`config.mk`:
```
export PLATFORM = sky130hd
export DESIGN_NAME = shell_word_tokenizer_top
export DESIGN_NICKNAME = d
export VERILOG_FILES = /design/src/rtl/swt_pkg.sv /design/src/rtl/swt_front.sv /design/src/rtl/swt_queue.sv /design/src/rtl/swt_back.sv /design/src/rtl/shell_word_tokenizer_top.sv
export SDC_FILE = /design/constraint.sdc
export NUM_CORES = 1
export LEC_CHECK = 0
export BUFFER_PORTS_ARGS = -buffer_cell sky130_fd_sc_hd__buf_2
export CAP_MARGIN = 5
export CORE_UTILIZATION = 49
export CTS_BUF_LIST = sky130_fd_sc_hd__clkbuf_8
export DETAILED_ROUTE_END_ITERATION = 16
export PLACE_DENSITY = 0.64
export SETUP_SLACK_MARGIN = 0.3
export SYNTH_ARGS = -nofsm -noshare
export SYNTH_HDL_FRONTEND = slang
export SYNTH_SLANG_ARGS = --single-unit
```
`constraint.sdc`:
```
create_clock -name clock -period 14.47 [get_ports clock]
set_clock_uncertainty 0.15 [all_clocks]
set_input_delay 2.894 -clock clock [delete_from_list [all_inputs] [get_ports clock]]
set_output_delay 2.894 -clock clock [all_outputs]
set_load 0.05 [all_outputs]
```
`src/rtl/swt_pkg.sv`:
```
package swt_pkg;

   // Input word: one byte of the command string plus its markers.
   typedef struct packed {
      logic [7:0] data_byte;
      logic       byte_present;
      logic       end_of_payload;
   } req_type;

   // Result word: one token item.
   typedef struct packed {
      logic [2:0] item_kind;
      logic [7:0] word_byte;
      logic       last_of_run;
   } rsp_type;

   // Room for all results that one input word can cause.
   localparam int MaxResults = 4;
   localparam int ResIdxW    = $clog2(MaxResults);
   localparam int ResCntW    = $clog2(MaxResults + 1);

   // Depth of the queue between the front and back parts.
   localparam int QueueDepth = 4;
   localparam int QueuePtrW  = $clog2(QueueDepth);
   localparam int QueueCntW  = $clog2(QueueDepth + 1);

   // One result without its run marker.
   typedef struct packed {
      logic [2:0] kind;
      logic [7:0] data;
   } res_type;

   // All results of one input word, handed from front to back.
   typedef struct packed {
      logic [ResCntW-1:0]            count;
      res_type [MaxResults-1:0]      items;
   } bundle_type;

   // Result kinds.
   localparam logic [2:0] KindByte         = 3'd0;
   localparam logic [2:0] KindWordEnd      = 3'd1;
   localparam logic [2:0] KindDone         = 3'd2;
   localparam logic [2:0] KindErrBackslash = 3'd3;
   localparam logic [2:0] KindErrQuote     = 3'd4;
   localparam logic [2:0] KindErrEmpty     = 3'd5;

   // Quote modes.
   localparam logic [1:0] ModePlain  = 2'd0;
   localparam logic [1:0] ModeDouble = 2'd1;
   localparam logic [1:0] ModeSingle = 2'd2;

   // Characters with a meaning to the tokenizer.
   localparam logic [7:0] ChSpace     = 8'h20;
   localparam logic [7:0] ChTab       = 8'h09;
   localparam logic [7:0] ChNewline   = 8'h0A;
   localparam logic [7:0] ChDquote    = 8'h22;
   localparam logic [7:0] ChSquote    = 8'h27;
   localparam logic [7:0] ChBackslash = 8'h5C;
   localparam logic [7:0] ChDollar    = 8'h24;
   localparam logic [7:0] ChBacktick  = 8'h60;

endpackage

```
`src/rtl/swt_front.sv`:
```
module swt_front (
   input  logic                clock,
   input  logic                reset,
   input  logic                req_push,
   input  swt_pkg::req_type    req_word,
   input  logic                queue_full,
   output logic                bundle_push,
   output swt_pkg::bundle_type bundle
);

   // Tokenizer state.
   logic [1:0] mode_ff, mode_in;
   logic       word_open_ff, word_open_in;
   logic       literal_ff, literal_in;
   logic       dq_esc_ff, dq_esc_in;
   logic       seen_ff, seen_in;
   logic       accept;

   // Appends one result to a bundle.
   function automatic swt_pkg::bundle_type add_res(swt_pkg::bundle_type b,
                                                   logic [2:0] k, logic [7:0] d);
      swt_pkg::bundle_type r;
      r = b;
      r.items[b.count[swt_pkg::ResIdxW-1:0]].kind = k;
      r.items[b.count[swt_pkg::ResIdxW-1:0]].data = d;
      r.count = b.count + swt_pkg::ResCntW'(1);
      return r;
   endfunction

   // Classify the byte and the end marker, and work out the next state.
   always_comb begin
      logic [7:0] c;
      swt_pkg::bundle_type b;
      c            = req_word.data_byte;
      b            = '0;
      mode_in      = mode_ff;
      word_open_in = word_open_ff;
      literal_in   = literal_ff;
      dq_esc_in    = dq_esc_ff;
      seen_in      = seen_ff;
      if (req_word.byte_present) begin
         if (literal_in) begin
            b            = add_res(b, swt_pkg::KindByte, c);
            word_open_in = 1'b1;
            literal_in   = 1'b0;
         end else if (mode_in == swt_pkg::ModeDouble) begin
            if (dq_esc_in) begin
               dq_esc_in = 1'b0;
               if (!(c == swt_pkg::ChDquote || c == swt_pkg::ChBackslash ||
                     c == swt_pkg::ChDollar || c == swt_pkg::ChBacktick ||
                     c == swt_pkg::ChNewline)) begin
                  b = add_res(b, swt_pkg::KindByte, swt_pkg::ChBackslash);
               end
               b = add_res(b, swt_pkg::KindByte, c);
            end else if (c == swt_pkg::ChDquote) begin
               mode_in = swt_pkg::ModePlain;
            end else if (c == swt_pkg::ChBackslash) begin
               dq_esc_in = 1'b1;
            end else begin
               b = add_res(b, swt_pkg::KindByte, c);
            end
         end else if (mode_in == swt_pkg::ModeSingle) begin
            if (c == swt_pkg::ChSquote) begin
               mode_in = swt_pkg::ModePlain;
            end else begin
               b = add_res(b, swt_pkg::KindByte, c);
            end
         end else begin
            // Unquoted; the unused mode code behaves the same way.
            if (c == swt_pkg::ChSpace || c == swt_pkg::ChTab ||
                c == swt_pkg::ChNewline) begin
               if (word_open_in) begin
                  b            = add_res(b, swt_pkg::KindWordEnd, 8'h00);
                  word_open_in = 1'b0;
                  seen_in      = 1'b1;
               end
            end else if (c == swt_pkg::ChDquote) begin
               mode_in      = swt_pkg::ModeDouble;
               word_open_in = 1'b1;
            end else if (c == swt_pkg::ChSquote) begin
               mode_in      = swt_pkg::ModeSingle;
               word_open_in = 1'b1;
            end else if (c == swt_pkg::ChBackslash) begin
               literal_in   = 1'b1;
               word_open_in = 1'b1;
            end else begin
               b            = add_res(b, swt_pkg::KindByte, c);
               word_open_in = 1'b1;
            end
         end
      end
      if (req_word.end_of_payload) begin
         if (literal_in) begin
            b = add_res(b, swt_pkg::KindErrBackslash, 8'h00);
         end else if (mode_in == swt_pkg::ModeDouble || mode_in == swt_pkg::ModeSingle ||
                      dq_esc_in) begin
            b = add_res(b, swt_pkg::KindErrQuote, 8'h00);
         end else begin
            if (word_open_in) begin
               b       = add_res(b, swt_pkg::KindWordEnd, 8'h00);
               seen_in = 1'b1;
            end
            b = add_res(b, seen_in ? swt_pkg::KindDone : swt_pkg::KindErrEmpty, 8'h00);
         end
         // Every payload starts afresh.
         mode_in      = swt_pkg::ModePlain;
         word_open_in = 1'b0;
         literal_in   = 1'b0;
         dq_esc_in    = 1'b0;
         seen_in      = 1'b0;
      end
      bundle = b;
   end

   // Only words that cause results go into the queue.
   assign accept      = req_push && !queue_full;
   assign bundle_push = accept && (bundle.count != '0);

   // State update on an accepted word.
   always_ff @(posedge clock) begin
      if (reset) begin
         mode_ff      <= swt_pkg::ModePlain;
         word_open_ff <= 1'b0;
         literal_ff   <= 1'b0;
         dq_esc_ff    <= 1'b0;
         seen_ff      <= 1'b0;
      end else if (accept) begin
         mode_ff      <= mode_in;
         word_open_ff <= word_open_in;
         literal_ff   <= literal_in;
         dq_esc_ff    <= dq_esc_in;
         seen_ff      <= seen_in;
      end
   end

endmodule

```
`src/rtl/swt_queue.sv`:
```
module swt_queue (
   input  logic                clock,
   input  logic                reset,
   input  logic                push,
   input  swt_pkg::bundle_type push_data,
   output logic                full,
   input  logic                pop,
   output swt_pkg::bundle_type pop_data,
   output logic                empty
);

   swt_pkg::bundle_type                  slot_ff [swt_pkg::QueueDepth];
   logic [swt_pkg::QueuePtrW-1:0]        wr_ptr_ff, rd_ptr_ff;
   logic [swt_pkg::QueueCntW-1:0]        count_ff;
   logic                                 do_push, do_pop;

   assign full     = (count_ff == swt_pkg::QueueCntW'(swt_pkg::QueueDepth));
   assign empty    = (count_ff == '0);
   assign do_push  = push && !full;
   assign do_pop   = pop && !empty;
   assign pop_data = slot_ff[rd_ptr_ff];

   // Pointers and fill count.
   always_ff @(posedge clock) begin
      if (reset) begin
         wr_ptr_ff <= '0;
         rd_ptr_ff <= '0;
         count_ff  <= '0;
      end else begin
         if (do_push) begin
            wr_ptr_ff <= wr_ptr_ff + swt_pkg::QueuePtrW'(1);
         end
         if (do_pop) begin
            rd_ptr_ff <= rd_ptr_ff + swt_pkg::QueuePtrW'(1);
         end
         if (do_push && !do_pop) begin
            count_ff <= count_ff + swt_pkg::QueueCntW'(1);
         end else if (do_pop && !do_push) begin
            count_ff <= count_ff - swt_pkg::QueueCntW'(1);
         end
      end
   end

   // Slot storage needs no reset.
   always_ff @(posedge clock) begin
      if (do_push) begin
         slot_ff[wr_ptr_ff] <= push_data;
      end
   end

endmodule

```
`src/rtl/swt_back.sv`:
```
module swt_back (
   input  logic                clock,
   input  logic                reset,
   input  logic                queue_empty,
   input  swt_pkg::bundle_type queue_data,
   output logic                queue_pop,
   output logic                rsp_empty,
   input  logic                rsp_pop,
   output swt_pkg::rsp_type    rsp_word
);

   swt_pkg::bundle_type          cur_ff;
   logic [swt_pkg::ResIdxW-1:0]  idx_ff;
   logic                         valid_ff;
   logic                         last;
   logic                         taken;

   // The current result is the last of its run when the index plus one reaches the count.
   assign last  = ({1'b0, idx_ff} + swt_pkg::ResCntW'(1)) == cur_ff.count;
   assign taken = valid_ff && rsp_pop;

   // Load the next bundle when idle or when the last result leaves.
   assign queue_pop = !queue_empty && (!valid_ff || (taken && last));

   assign rsp_empty            = !valid_ff;
   assign rsp_word.item_kind   = cur_ff.items[idx_ff].kind;
   assign rsp_word.word_byte   = cur_ff.items[idx_ff].data;
   assign rsp_word.last_of_run = last;

   // Step through the results of the current bundle.
   always_ff @(posedge clock) begin
      if (reset) begin
         valid_ff <= 1'b0;
         idx_ff   <= '0;
      end else if (queue_pop) begin
         valid_ff <= 1'b1;
         idx_ff   <= '0;
      end else if (taken) begin
         if (last) begin
            valid_ff <= 1'b0;
            idx_ff   <= '0;
         end else begin
            idx_ff <= idx_ff + swt_pkg::ResIdxW'(1);
         end
      end
   end

   // Bundle payload.
   always_ff @(posedge clock) begin
      if (queue_pop) begin
         cur_ff <= queue_data;
      end
   end

   // A held bundle always has at least one result left.
   a_count_nonzero: assert property (@(posedge clock) disable iff (reset)
      valid_ff |-> (cur_ff.count != '0))
      else $error("held bundle has no results");

   // The index never runs past the end of the bundle.
   a_index_in_range: assert property (@(posedge clock) disable iff (reset)
      valid_ff |-> ({1'b0, idx_ff} < cur_ff.count))
      else $error("result index beyond bundle count");

   // Taking a result that is not the last moves on to the next one.
   a_index_advance: assert property (@(posedge clock) disable iff (reset)
      (taken && !last) |=> (valid_ff &&
                            idx_ff == $past(idx_ff) + swt_pkg::ResIdxW'(1)))
      else $error("result index did not advance");

endmodule

```
`src/rtl/shell_word_tokenizer_top.sv`:
```
// Path: the results of a taken word are written into the queue, then loaded into the back part's bundle register.
// Throughput: one input word per cycle while the queue is not full; the back part gives one
// result per cycle while results are popped, so a word with several results holds the output
// for each of them, and the four-entry queue between front and back absorbs the difference.
// Reset: synchronous, active high; clears the tokenizer state, the queue and the output.
module shell_word_tokenizer_top (
   input  logic             clock,
   input  logic             reset,
   input  logic             req_push,
   output logic             req_full,
   input  swt_pkg::req_type req_word,
   output logic             rsp_empty,
   input  logic             rsp_pop,
   output swt_pkg::rsp_type rsp_word
);

   logic                q_full, q_empty, q_push, q_pop;
   swt_pkg::bundle_type q_in, q_out;

   assign req_full = q_full;

   // Front part: classify bytes, keep quote state, build result bundles.
   swt_front u_front (
      .clock       (clock),
      .reset       (reset),
      .req_push    (req_push),
      .req_word    (req_word),
      .queue_full  (q_full),
      .bundle_push (q_push),
      .bundle      (q_in)
   );

   // Queue of bundles between the two parts.
   swt_queue u_queue (
      .clock     (clock),
      .reset     (reset),
      .push      (q_push),
      .push_data (q_in),
      .full      (q_full),
      .pop       (q_pop),
      .pop_data  (q_out),
      .empty     (q_empty)
   );

   // Back part: hand out results one result at a time.
   swt_back u_back (
      .clock       (clock),
      .reset       (reset),
      .queue_empty (q_empty),
      .queue_data  (q_out),
      .queue_pop   (q_pop),
      .rsp_empty   (rsp_empty),
      .rsp_pop     (rsp_pop),
      .rsp_word    (rsp_word)
   );

endmodule

```
* Yosys cells after proc, flatten, opt, wreduce, memory -nomap -nowiden
Memory sizes are Yosys's and may differ from the RTL's. A register that Yosys moved wholly into a read port is not among the register bits.
Index checks and enable logic that the tools add are counted.
** Cells by class
- Add/sub/neg operators :: 9
- Multipliers :: 0
- Divide/modulo/power cells :: 0
- Magnitude comparators :: 7
- Equality and inequality tests :: 14
- Shift-type cells :: 0
- Multiplexer cells :: 100
- Bitwise gates (word level) :: 0
- Reductions and logical operators :: 33
** Operators by type and width (count)
- $mux 47 :: 19
- $bwmux 44 :: 10
- $mux 45 :: 5
- $demux 11 s2 :: 6
- $mux 11 :: 4
- $mux 1 :: 37
- $eq 8x6->1 const B :: 4
- $mux 2 :: 12
- $mux 8 :: 3
- $bmux 11 s2 :: 1
- $eq 8x4->1 const B :: 2
- $eq 8x7->1 const B :: 2
- $add 3x1->3 const B :: 4
- $logic_and 1x1->1 :: 12
- $lt 2x3->1 const B :: 4
- $logic_or 1x1->1 :: 9
- $mux 3 :: 3
- $add 2x1->2 const B :: 3
- $ge 2x1->1 const B :: 3
- $reduce_bool 2->1 :: 3
- $logic_not 1->1 :: 5
- $eq 2x1->1 const B :: 2
- $eq 2x2->1 const B :: 2
- $add 2x1->3 const B :: 1
- 7 further kinds :: 7
** Word-level totals
- Register bits after elaboration :: 16
- Latch bits :: 0
- Bits in writable memories :: 188
- Bits in read-only memories :: 0
- Bits of input ports :: 14
- Output and inout bits :: 14
- Logic and storage cells :: 174
- Memories :: 1
** Memories
- u_queue.slot_ff :: words 4, bits a word 47, read ports 1, clocked after Yosys merged registers in 1, write ports 1, RTL line swt_queue.sv:12 : swt_pkg::bundle_type slot_ff [swt_pkg::QueueDepth];

* Logic depth before layout (Yosys ltp)
Gate-level depths: netlist (run 1).
- Depth in word-level cells :: 46
- Mapped depth :: 22
- Depth with buffers taken out :: 19

* Cells and area by module
From an unflattened synthesis (run 1), not the netlist that was laid out.
** Unflattened totals
- Cells, all modules :: 629
- Area total of the unflattened synthesis :: 10851.7 µm²
** Modules (own cells, without submodules)
- swt_queue :: times used 1, cells an instance 293, area each 7269.5 µm², sequential area each 5825.6 µm²
- swt_back :: times used 1, cells an instance 85, area each 1913.1 µm², sequential area each 1471.4 µm²
- swt_front :: times used 1, cells an instance 251, area each 1669.1 µm², sequential area each 120.1 µm²

* Worst setup path before layout (run 1)
No wires, ideal clock.
- Kind :: in2reg
- Start :: input port req_word[4] in the netlist's numbering
- End :: register u_queue.count_ff[2] in the netlist's numbering
- Library setup time :: 0.071 ns
- Arrival time :: 7.177 ns
- Data required time :: 14.249 ns
- Slack :: 7.072 ns
- Stages :: 20
- Buffers on the path :: 2
- Cells stage by stage :: buf_4 -> or4b_4 -> or4_4 -> nand4_4 -> o211a_4 -> o31ai_4 -> ha_1 -> mux2i_1 -> ha_1 -> mux2i_1 -> a21oi_1 -> o221ai_1 -> a21bo_1 -> buf_6 -> ha_1 -> inv_1 -> fa_1 -> xor2_1 -> or3_1 -> a21oi_1
** On the way
- Longest elaborated chain between the ends :: 30
- Elaborated cells on any way between the ends :: 80
- Classes of those cells :: add/sub: 3; eq/ne: 10; mux: 52; reduce/logical: 15
** RTL lines
- from (decl) :: RTL line shell_word_tokenizer_top.sv:11 : input swt_pkg::req_type req_word,
- $eq 8x6->1 / $eq 8x7->1 (equally long branches)
- $logic_or 1x1->1 (2 in series) :: RTL line swt_front.sv:49 : if (!(c == swt_pkg::ChDquote || c == swt_pkg::ChBackslash ||
- $logic_or 1x1->1 (2 in series) :: RTL line swt_front.sv:50 : c == swt_pkg::ChDollar || c == swt_pkg::ChBacktick ||
- $mux 45 :: RTL line swt_front.sv:49
- $mux 47 :: RTL line swt_front.sv:47 : if (dq_esc_in) begin
- $mux 47 :: RTL line swt_front.sv:46 : end else if (mode_in == swt_pkg::ModeDouble) begin
- $mux 47 :: RTL line swt_front.sv:42 : if (literal_in) begin
- $mux 47 :: RTL line swt_front.sv:41 : if (req_word.byte_present) begin
- [13 not listed]
- $mux 47 * :: RTL line swt_front.sv:92 : if (req_word.end_of_payload) begin
- $reduce_bool 3->1 * :: RTL line swt_front.sv:117 : assign bundle_push = accept && (bundle.count != '0);
- $logic_and 1x1->1 * :: RTL line swt_front.sv:117
- $logic_and 1x1->1 * :: RTL line swt_queue.sv:19 : assign do_push = push && !full;
- via u_queue.do_push :: RTL line swt_queue.sv:15 : logic do_push, do_pop;
- $logic_not 1->1 :: RTL line swt_queue.sv:38 : end else if (do_pop && !do_push) begin
- $logic_and 1x1->1 :: RTL line swt_queue.sv:38
- $reduce_bool 2->1 (no source line)
- to (signal assigned) :: RTL line swt_queue.sv:37 : count_ff <= count_ff + swt_pkg::QueueCntW'(1);
- to (signal assigned) :: RTL line swt_queue.sv:39 : count_ff <= count_ff - swt_pkg::QueueCntW'(1);
- to (decl) :: RTL line swt_queue.sv:14 : logic [swt_pkg::QueueCntW-1:0] count_ff;
Mark *: on every way through the listed nets, which the timed path passes. The rest lies on a longest branch. The select of a mux whose other input is x is not followed.
A chain may end at the register's enable or synchronous reset.

* Worst setup path after layout (run 1)
- Start :: input port req_word[7] in the netlist's numbering
- End :: register u_queue.count_ff[2] in the netlist's numbering
** On the way
- Longest elaborated chain between the ends :: 30
- Elaborated cells on any way between the ends :: 80
- Classes of those cells :: add/sub: 3; eq/ne: 10; mux: 52; reduce/logical: 15
** RTL lines
- $eq 8x6->1 / $eq 8x7->1 (equally long branches)
- $logic_or 1x1->1 (2 in series) :: RTL line swt_front.sv:49
- $logic_or 1x1->1 (2 in series) :: RTL line swt_front.sv:50
- $mux 45 :: RTL line swt_front.sv:49
- $mux 47 :: RTL line swt_front.sv:47
- $mux 47 :: RTL line swt_front.sv:46
- $mux 47 :: RTL line swt_front.sv:42
- $mux 47 :: RTL line swt_front.sv:41
- [12 not listed]
- $mux 47 :: RTL line swt_front.sv:93 : if (literal_in) begin
- $mux 47 * :: RTL line swt_front.sv:92
- $reduce_bool 3->1 * :: RTL line swt_front.sv:117
- $logic_and 1x1->1 * :: RTL line swt_front.sv:117
- $logic_and 1x1->1 * :: RTL line swt_queue.sv:19
- $logic_not 1->1 :: RTL line swt_queue.sv:38
- $logic_and 1x1->1 :: RTL line swt_queue.sv:38
- $reduce_bool 2->1 (no source line)
Every way passes the cells marked *; elsewhere a longest branch is shown, timed or not. The select of a mux whose other input is x is not followed.

==> results of run 1 <==
metal layers:
metal / share of wire (%) / GRT usage [%] / up-vias
li1: - / - / 1952
met1: 45 / 25.02 / 2087
met2: 50 / 30.58 / 101
met3: 3.9 / 4.606 / 11
met4: 0.91 / 6.933 / 0
met5: 0 / 0 / -
worst min path at each step:
stage	from	end	slack [ns]	depth (start not counted)
floorplan	u_back.valid_ff	u_back.valid_ff	0.31	2
global placement	u_queue.count_ff[2]	u_queue.count_ff[2]	0.33	2
detailed placement	u_queue.count_ff[2]	u_queue.count_ff[2]	0.36	2
CTS	u_queue.wr_ptr_ff[1]	u_queue.wr_ptr_ff[1]	0.38	2
global route	u_queue.wr_ptr_ff[1]	u_queue.wr_ptr_ff[1]	0.41	2
finish	u_queue.wr_ptr_ff[1]	u_queue.wr_ptr_ff[1]	0.38	2
layout by cell type (no fill, tap or decap), types with 6 or more instances in the layout:
cell type	instances
clkbuf_8	17
inv_1	14
buf_2	27
a21oi_1	20
nor3_1	8
nor2_1	39
nand2b_1	9
mux4_2	34
and2_1	13
a22oi_1	11
edfxtp_1	155
nand3_1	6
nor2b_1	11
mux2i_1	14
dfxtp_1	15
nand2_1	13
xor2_1	6
o21ai_0	12
ha_1	14
worst register-to-register path, delay by kind of cell (launching register included):
| family | cells | cell delay [ns] |
|---|---|---|
| AO/OA/AOI/OAI | 6 | 1.75 |
| adder cells (fa/ha/maj) | 3 | 0.98 |
| XOR/XNOR | 2 | 0.76 |
| multiplexers | 2 | 0.49 |
| flip-flops | 1 | 0.41 |
| AND/OR/NAND/NOR | 1 | 0.31 |
| buffers and inverters | 1 | 0.07 |
state kept, by name, summed over array words and instances, names as in the netlist:
name,cells
u_queue.slot_ff,124
u_back.cur_ff,31
u_queue.count_ff,3
u_back.idx_ff,2
u_front.mode_ff,2
u_queue.rd_ptr_ff,2
u_queue.wr_ptr_ff,2
u_back.valid_ff,1
u_front.dq_esc_ff,1
u_front.literal_ff,1
u_front.seen_ff,1
u_front.word_open_ff,1
metrics by stage:
| step | power, uW | hold WS, ns |
|---|---|---|
| global route | 1427 | 0.4078 |
| finish | 1359 | 0.3753 |
| detailed placement | 1068 | 0.3630 |
| floorplan | 980.3 | 0.3065 |
| CTS | 1378 | 0.3781 |
| global placement | 1060 | 0.3338 |
layout make-up:
cell class / count / area [um^2] / area share (%)
flip-flops and latches: 171 / 4976 / 59.75
repair buffers: 31 / 165.2 / 1.983
inverters: 11 / 41.29 / 0.4958
clock inverters: 15 / 132.6 / 1.593
clock buffers: 17 / 234.0 / 2.809
multi-input cells: 281 / 2515 / 30.20
well taps: 211 / 264.0 / 3.170
power by group through the flow:
stage | clock, uW | sequential, uW | combinational [uW]
after global routing | 339 | 695 | 393
after floorplan | 0 | 677 | 304
after global placement | 0 | 693 | 367
after CTS | 319 | 686 | 372
after detailed placement | 0 | 698 | 371
final | 311 | 684 | 364
cell families after synthesis:
logic type	after synthesis	share of synthesized area, %
multiplexers	51	12.34
AO/OA/AOI/OAI	72	6.487
flip-flops	171	64.80
buffers and inverters	40	2.591
AND/OR/NAND/NOR	132	9.974
XOR/XNOR	10	1.141
adder cells (fa/ha/maj)	16	2.673
==> results.json, run 1 <==
{
  "status": "finished clean",
  "die_y_um": 127.2,
  "fin_crit_sh_pct": 51.18,
  "place_inst": 705,
  "layout_setup_ws_ns": 7.065,
  "cts.path.max_buffers": 2,
  "via_per_inst": 5.632,
  "startpoint": "req_word[7]",
  "synth_top_area_cell": "edfxtp_1",
  "place_area_mm2": 0.007961,
  "path_clk_slew_ns": 0.08,
  "drtIter0Drc": 326,
  "path_depth": 19,
  "crit_slowest_cell": "or4_1",
  "cts_inserted_buffers": 17,
  "firstDrtPassIters": 5,
  "io-pin-count": 28,
  "syn_area_per_cell_um2": 15.60,
  "grt_overflow": 0,
  "drv_slew": 0,
  "drive_gt1_share_pct": 20.91,
  "sequentialPowerShare_pct": 50.3,
  "hpwl_um": 8846,
  "areaGrowthSynthToFinish_pct": 8.475,
  "regToRegSetupSlack_ns": 9.49,
  "switchingPower_uw": 421.8,
  "instances_no_fill": 737,
  "worstPathRequired_ns": 14.70,
  "period_needed_ns": 7.405,
  "rsz0062_at_grt": "no",
  "crit_type": "in2reg",
  "path_max_fanout": 10,
  "p_leak_uw": 0.002822,
  "crit_path_cell_trace": "buf_2, and4bb_2, o31a_1, or4_1, a21boi_1, o31ai_4, ha_1, mux2i_1, ha_1, mux2i_1, a21oi_1, o221ai_1, a21bo_1, ha_1, inv_1, fa_1, xor2_1, or3_1, a21oi_1",
  "r2r-end": "u_queue.count_ff[2]",
  "path_common_cell": "ha_1",
  "setup_viol": 0,
  "critPathLaunchType": "input pin",
  "critPathBufInv": 2,
  "htree_num_levels": 4,
  "seq_area_frac_synth_pct": 64.80,
  "cts-resized-gates": 0,
  "clock.fmax_mhz": 135.0,
  "port_buffers": 27,
  "post-route-util_pct": 54.58,
  "synthTopCellsByArea": "edfxtp_1 61%, mux4_2 10%, dfxtp_1 4.2%",
  "drt-total-wl_um": 13840,
  "p_comb_share_pct": 26.8,
  "initial_core_util_pct": 50.32,
  "critical_path.top_delay_family": "compound AO/OA/AOI/OAI gates",
  "clock_latency_ns": 0.44,
  "synth.distinct_cells": 67,
  "hold_viol": 0,
  "track_usage_pct": 18.90,
  "synth_top_area_share_pct": 60.63,
  "rr_worst_depth": 15,
  "worstPathArrival_ns": 7.63,
  "cts_setup_buffers": 0,
  "synthMostInstantiatedCell": "edfxtp_1",
  "maxCapViolCount": 0,
  "p_per_area_mw_per_mm2": 163.2,
  "root_buffer": "clkbuf_8",
  "grt_max_degree": 36,
  "grt_antenna_before_repair": 0,
  "routedWlPerCell_um": 18.78,
  "intPower_uw": 937.6,
  "synth_nets": 521,
  "gp_congestion": 0.8903,
  "relSlewSlack_pct": 36.43,
  "cts_tree": "built",
  "tightest_slew_ns": 0.9535,
  "grt_first_pass_wirelength_um": 22540,
  "cp-end-kind": "register",
  "p_sw_share_pct": 31.03,
  "die_area_mm2": 0.01617,
  "die_x_um": 127.2,
  "ctsHoldBuffers": 0,
  "grt_pass1_vias": 4198,
  "synth_edf_count": 155,
  "synthCells": 492,
  "synth-seq-cells": 171,
  "fill_cells": 1230,
  "final_area_mm2": 0.008328,
  "min_path_type": "reg2reg",
  "clock_sinks": 171,
  "peakVddDrop_v": 0.00008186,
  "yosysWarnings": 0,
  "max_stage_delay_ns": 0.53,
  "r2r-start": "u_front.mode_ff[1]",
  "synth_common_cells": "155 x edfxtp_1, 39 x nor2_1, 34 x mux4_2",
  "vias": 4151,
  "synth_ff_type": "edfxtp_1",
  "synthesis.area_mm2": 0.007677,
  "async_flop_share_pct": 0,
  "endpoint": "u_queue.count_ff[2]",
  "fin_nets": 542,
  "setup_tns_ns": 0,
  "drc": 0,
  "diodes": 0,
  "ant_nets": 0,
  "pre_cts_slack_ns": 6.637,
  "core_region_area_mm2": 0.01526,
  "p_clk_share_pct": 22.9,
  "rows": 45
}
(Power assumes the default switching activity.)
==> inputs of run 2 (changes only) <==
Settings changed: PLACE_DENSITY 0.64 to 0.67.
Clock period 14.47 ns to 6.1 ns, I/O delays scaled along.
==> run 2 against run 1 <==
Non-clock buffer count up 6; clock power up 110%; sequential cell count stayed put; via count grew 0.36%.
==> results.json, run 2 (synthesis gave the netlist of run 1 again) <==
{
  "status": "finished clean",
  "drc": 0,
  "drtIter0Drc": 331,
  "tightest_slew_ns": 0.9431,
  "min_path_type": "reg2reg",
  "peakVddDrop_v": 0.0001265,
  "post-route-util_pct": 54.95,
  "top_regs": "u_queue.slot_ff (124), u_back.cur_ff (31), u_queue.count_ff (3)",
  "clock_latency_ns": 0.44,
  "drt-total-wl_um": 13890,
  "grt_max_degree": 37,
  "worstPathRequired_ns": 6.32,
  "regToRegSetupSlack_ns": 1.62,
  "top_layer": "met4",
  "grt_antenna_before_repair": 0,
  "dr_wl_met2_um": 6779,
  "ff_latch_area_mm2": 0.004977,
  "die_y_um": 127.2,
  "max_stage_delay_ns": 0.53,
  "rr_worst_depth": 16,
  "rows": 45,
  "rsz0062_at_grt": "no",
  "r2r-end": "u_queue.count_ff[2]",
  "critical_path.top_delay_family": "compound AO/OA/AOI/OAI gates",
  "crit_slowest_cell": "or4_1",
  "p_per_area_mw_per_mm2": 376.2,
  "cp-end-kind": "register",
  "initial_core_util_pct": 50.32,
  "fin_crit_sh_pct": 90.92,
  "crit_type": "in2reg",
  "regMostFlops": "u_queue.slot_ff",
  "ant_nets": 0,
  "place_inst": 711,
  "p_leak_uw": 0.002819,
  "crit_path_cell_trace": "buf_2, and4bb_2, o31a_1, or4_1, a21boi_1, o31ai_4, ha_1, mux2i_2, ha_2, a31oi_1, a21oi_1, o221ai_1, a21bo_1, ha_1, inv_1, fa_1, xor2_1, or3_1, a21oi_1",
  "fin_nets": 548,
  "die_x_um": 127.2,
  "startpoint": "req_word[2]",
  "gp_congestion": 0.8608,
  "r2r-start": "u_front.mode_ff[1]",
  "drv_slew": 0,
  "period_needed_ns": 5.546,
  "instances_no_fill": 742,
  "setup_tns_ns": 0,
  "fill_cells": 1216,
  "cts.path.max_buffers": 2,
  "areaGrowthSynthToFinish_pct": 9.208,
  "via_per_inst": 5.615,
  "final_common_cell": "edfxtp_1",
  "path_clk_slew_ns": 0.08,
  "track_usage_pct": 18.54,
  "root_buffer": "clkbuf_8",
  "port_buffers": 27,
  "clock.fmax_mhz": 180.3,
  "path_max_fanout": 10,
  "htree_num_levels": 4,
  "largest_reg_flops": 124,
  "firstDrtPassIters": 5,
  "grt_first_pass_wirelength_um": 22310,
  "cts_setup_buffers": 0,
  "diodes": 0,
  "met3WireLength_um": 602,
  "relSlewSlack_pct": 37.13,
  "cts_tree": "built",
  "setup_viol": 0,
  "path_depth": 19,
  "maxCapViolCount": 0,
  "p_total_uw": 3154,
  "drive_gt1_share_pct": 22.79,
  "cts_inserted_buffers": 17,
  "vias": 4166,
  "final_cell_mix": "155 x edfxtp_1, 38 x nor2_1, 34 x mux4_2",
  "clock_sinks": 171,
  "core_region_area_mm2": 0.01526,
  "routedWlPerCell_um": 18.72,
  "io-pin-count": 28,
  "worstPathArrival_ns": 5.76,
  "wl_met1_um": 6299,
  "min_from": "u_queue.wr_ptr_ff[1]",
  "hold_viol": 0,
  "hold_slack_ns": 0.3684,
  "critPathLaunchType": "input pin",
  "die_area_mm2": 0.01617,
  "multi_input_area_mm2": 0.002524,
  "grt_overflow": 0,
  "critPathBufInv": 2,
  "hpwl_um": 8968,
  "grt_pass1_vias": 4229,
  "endpoint": "u_queue.count_ff[2]"
}
-- run 2: per-layer routing --
layer  global-route usage (%)  vias to the layer above
li1                         -                     1962
met5                        0                        -
met2                    30.16                      107
met3                    4.229                       18
met4                    6.933                        0
met1                    24.55                     2079
-- run 2: cell type report --
| cell class | count | share of cell area [%] |
|---|---|---|
| sequential | 171 | 59.36 |
| multi-input combinational | 281 | 30.10 |
| clock inverter | 14 | 0.9999 |
| clock buffer | 17 | 2.791 |
| timing repair buffer | 37 | 3.104 |
| tap | 211 | 3.149 |
| inverter | 11 | 0.4925 |
-- run 2: metrics by stage --
stage	cell area [um^2]	setup WS [ns]
2_1_floorplan	7677	0.3763
3_3_place_gp	8058	0.2527
3_5_place_dp	8058	0.06645
4_1_cts	8376	0.5284
5_1_grt	8384	0.2527
6_report	8384	0.5538
-- run 2: repair_timing --
item                                    CTS  global route
endpoints found under the hold margin     0             0
gates resized for setup                   0             3
endpoints found under the setup margin    0             1
hold buffers                              0             0
-- run 2: power by group --
group	switching [uW]	internal [uW]
Combinational	544	347
Clock	375	271
Sequential	83.3	1530
Total	1000	2150
-- run 2: worst min-delay path by stage --
| stage | to | cells past startpoint |
|---|---|---|
| 6_report | u_queue.wr_ptr_ff[1] | 2 |
| 3_5_place_dp | u_queue.wr_ptr_ff[1] | 2 |
| 3_3_place_gp | u_queue.count_ff[2] | 2 |
| 4_1_cts | u_queue.wr_ptr_ff[1] | 2 |
| 5_1_grt | u_queue.wr_ptr_ff[1] | 2 |
| 2_1_floorplan | u_back.valid_ff | 2 |
-- run 2: worst register-to-register path: cells and delay by family, from the launching register on --
kind                     cells  cell delay (ns)
AO/OA/AOI/OAI                7             1.26
XOR/XNOR                     2             0.75
adder cells (fa/ha/maj)      4             1.23
buffers and inverters        1             0.07
flip-flops                   1             0.40
multiplexers                 1             0.23
AND/OR/NAND/NOR              1             0.30
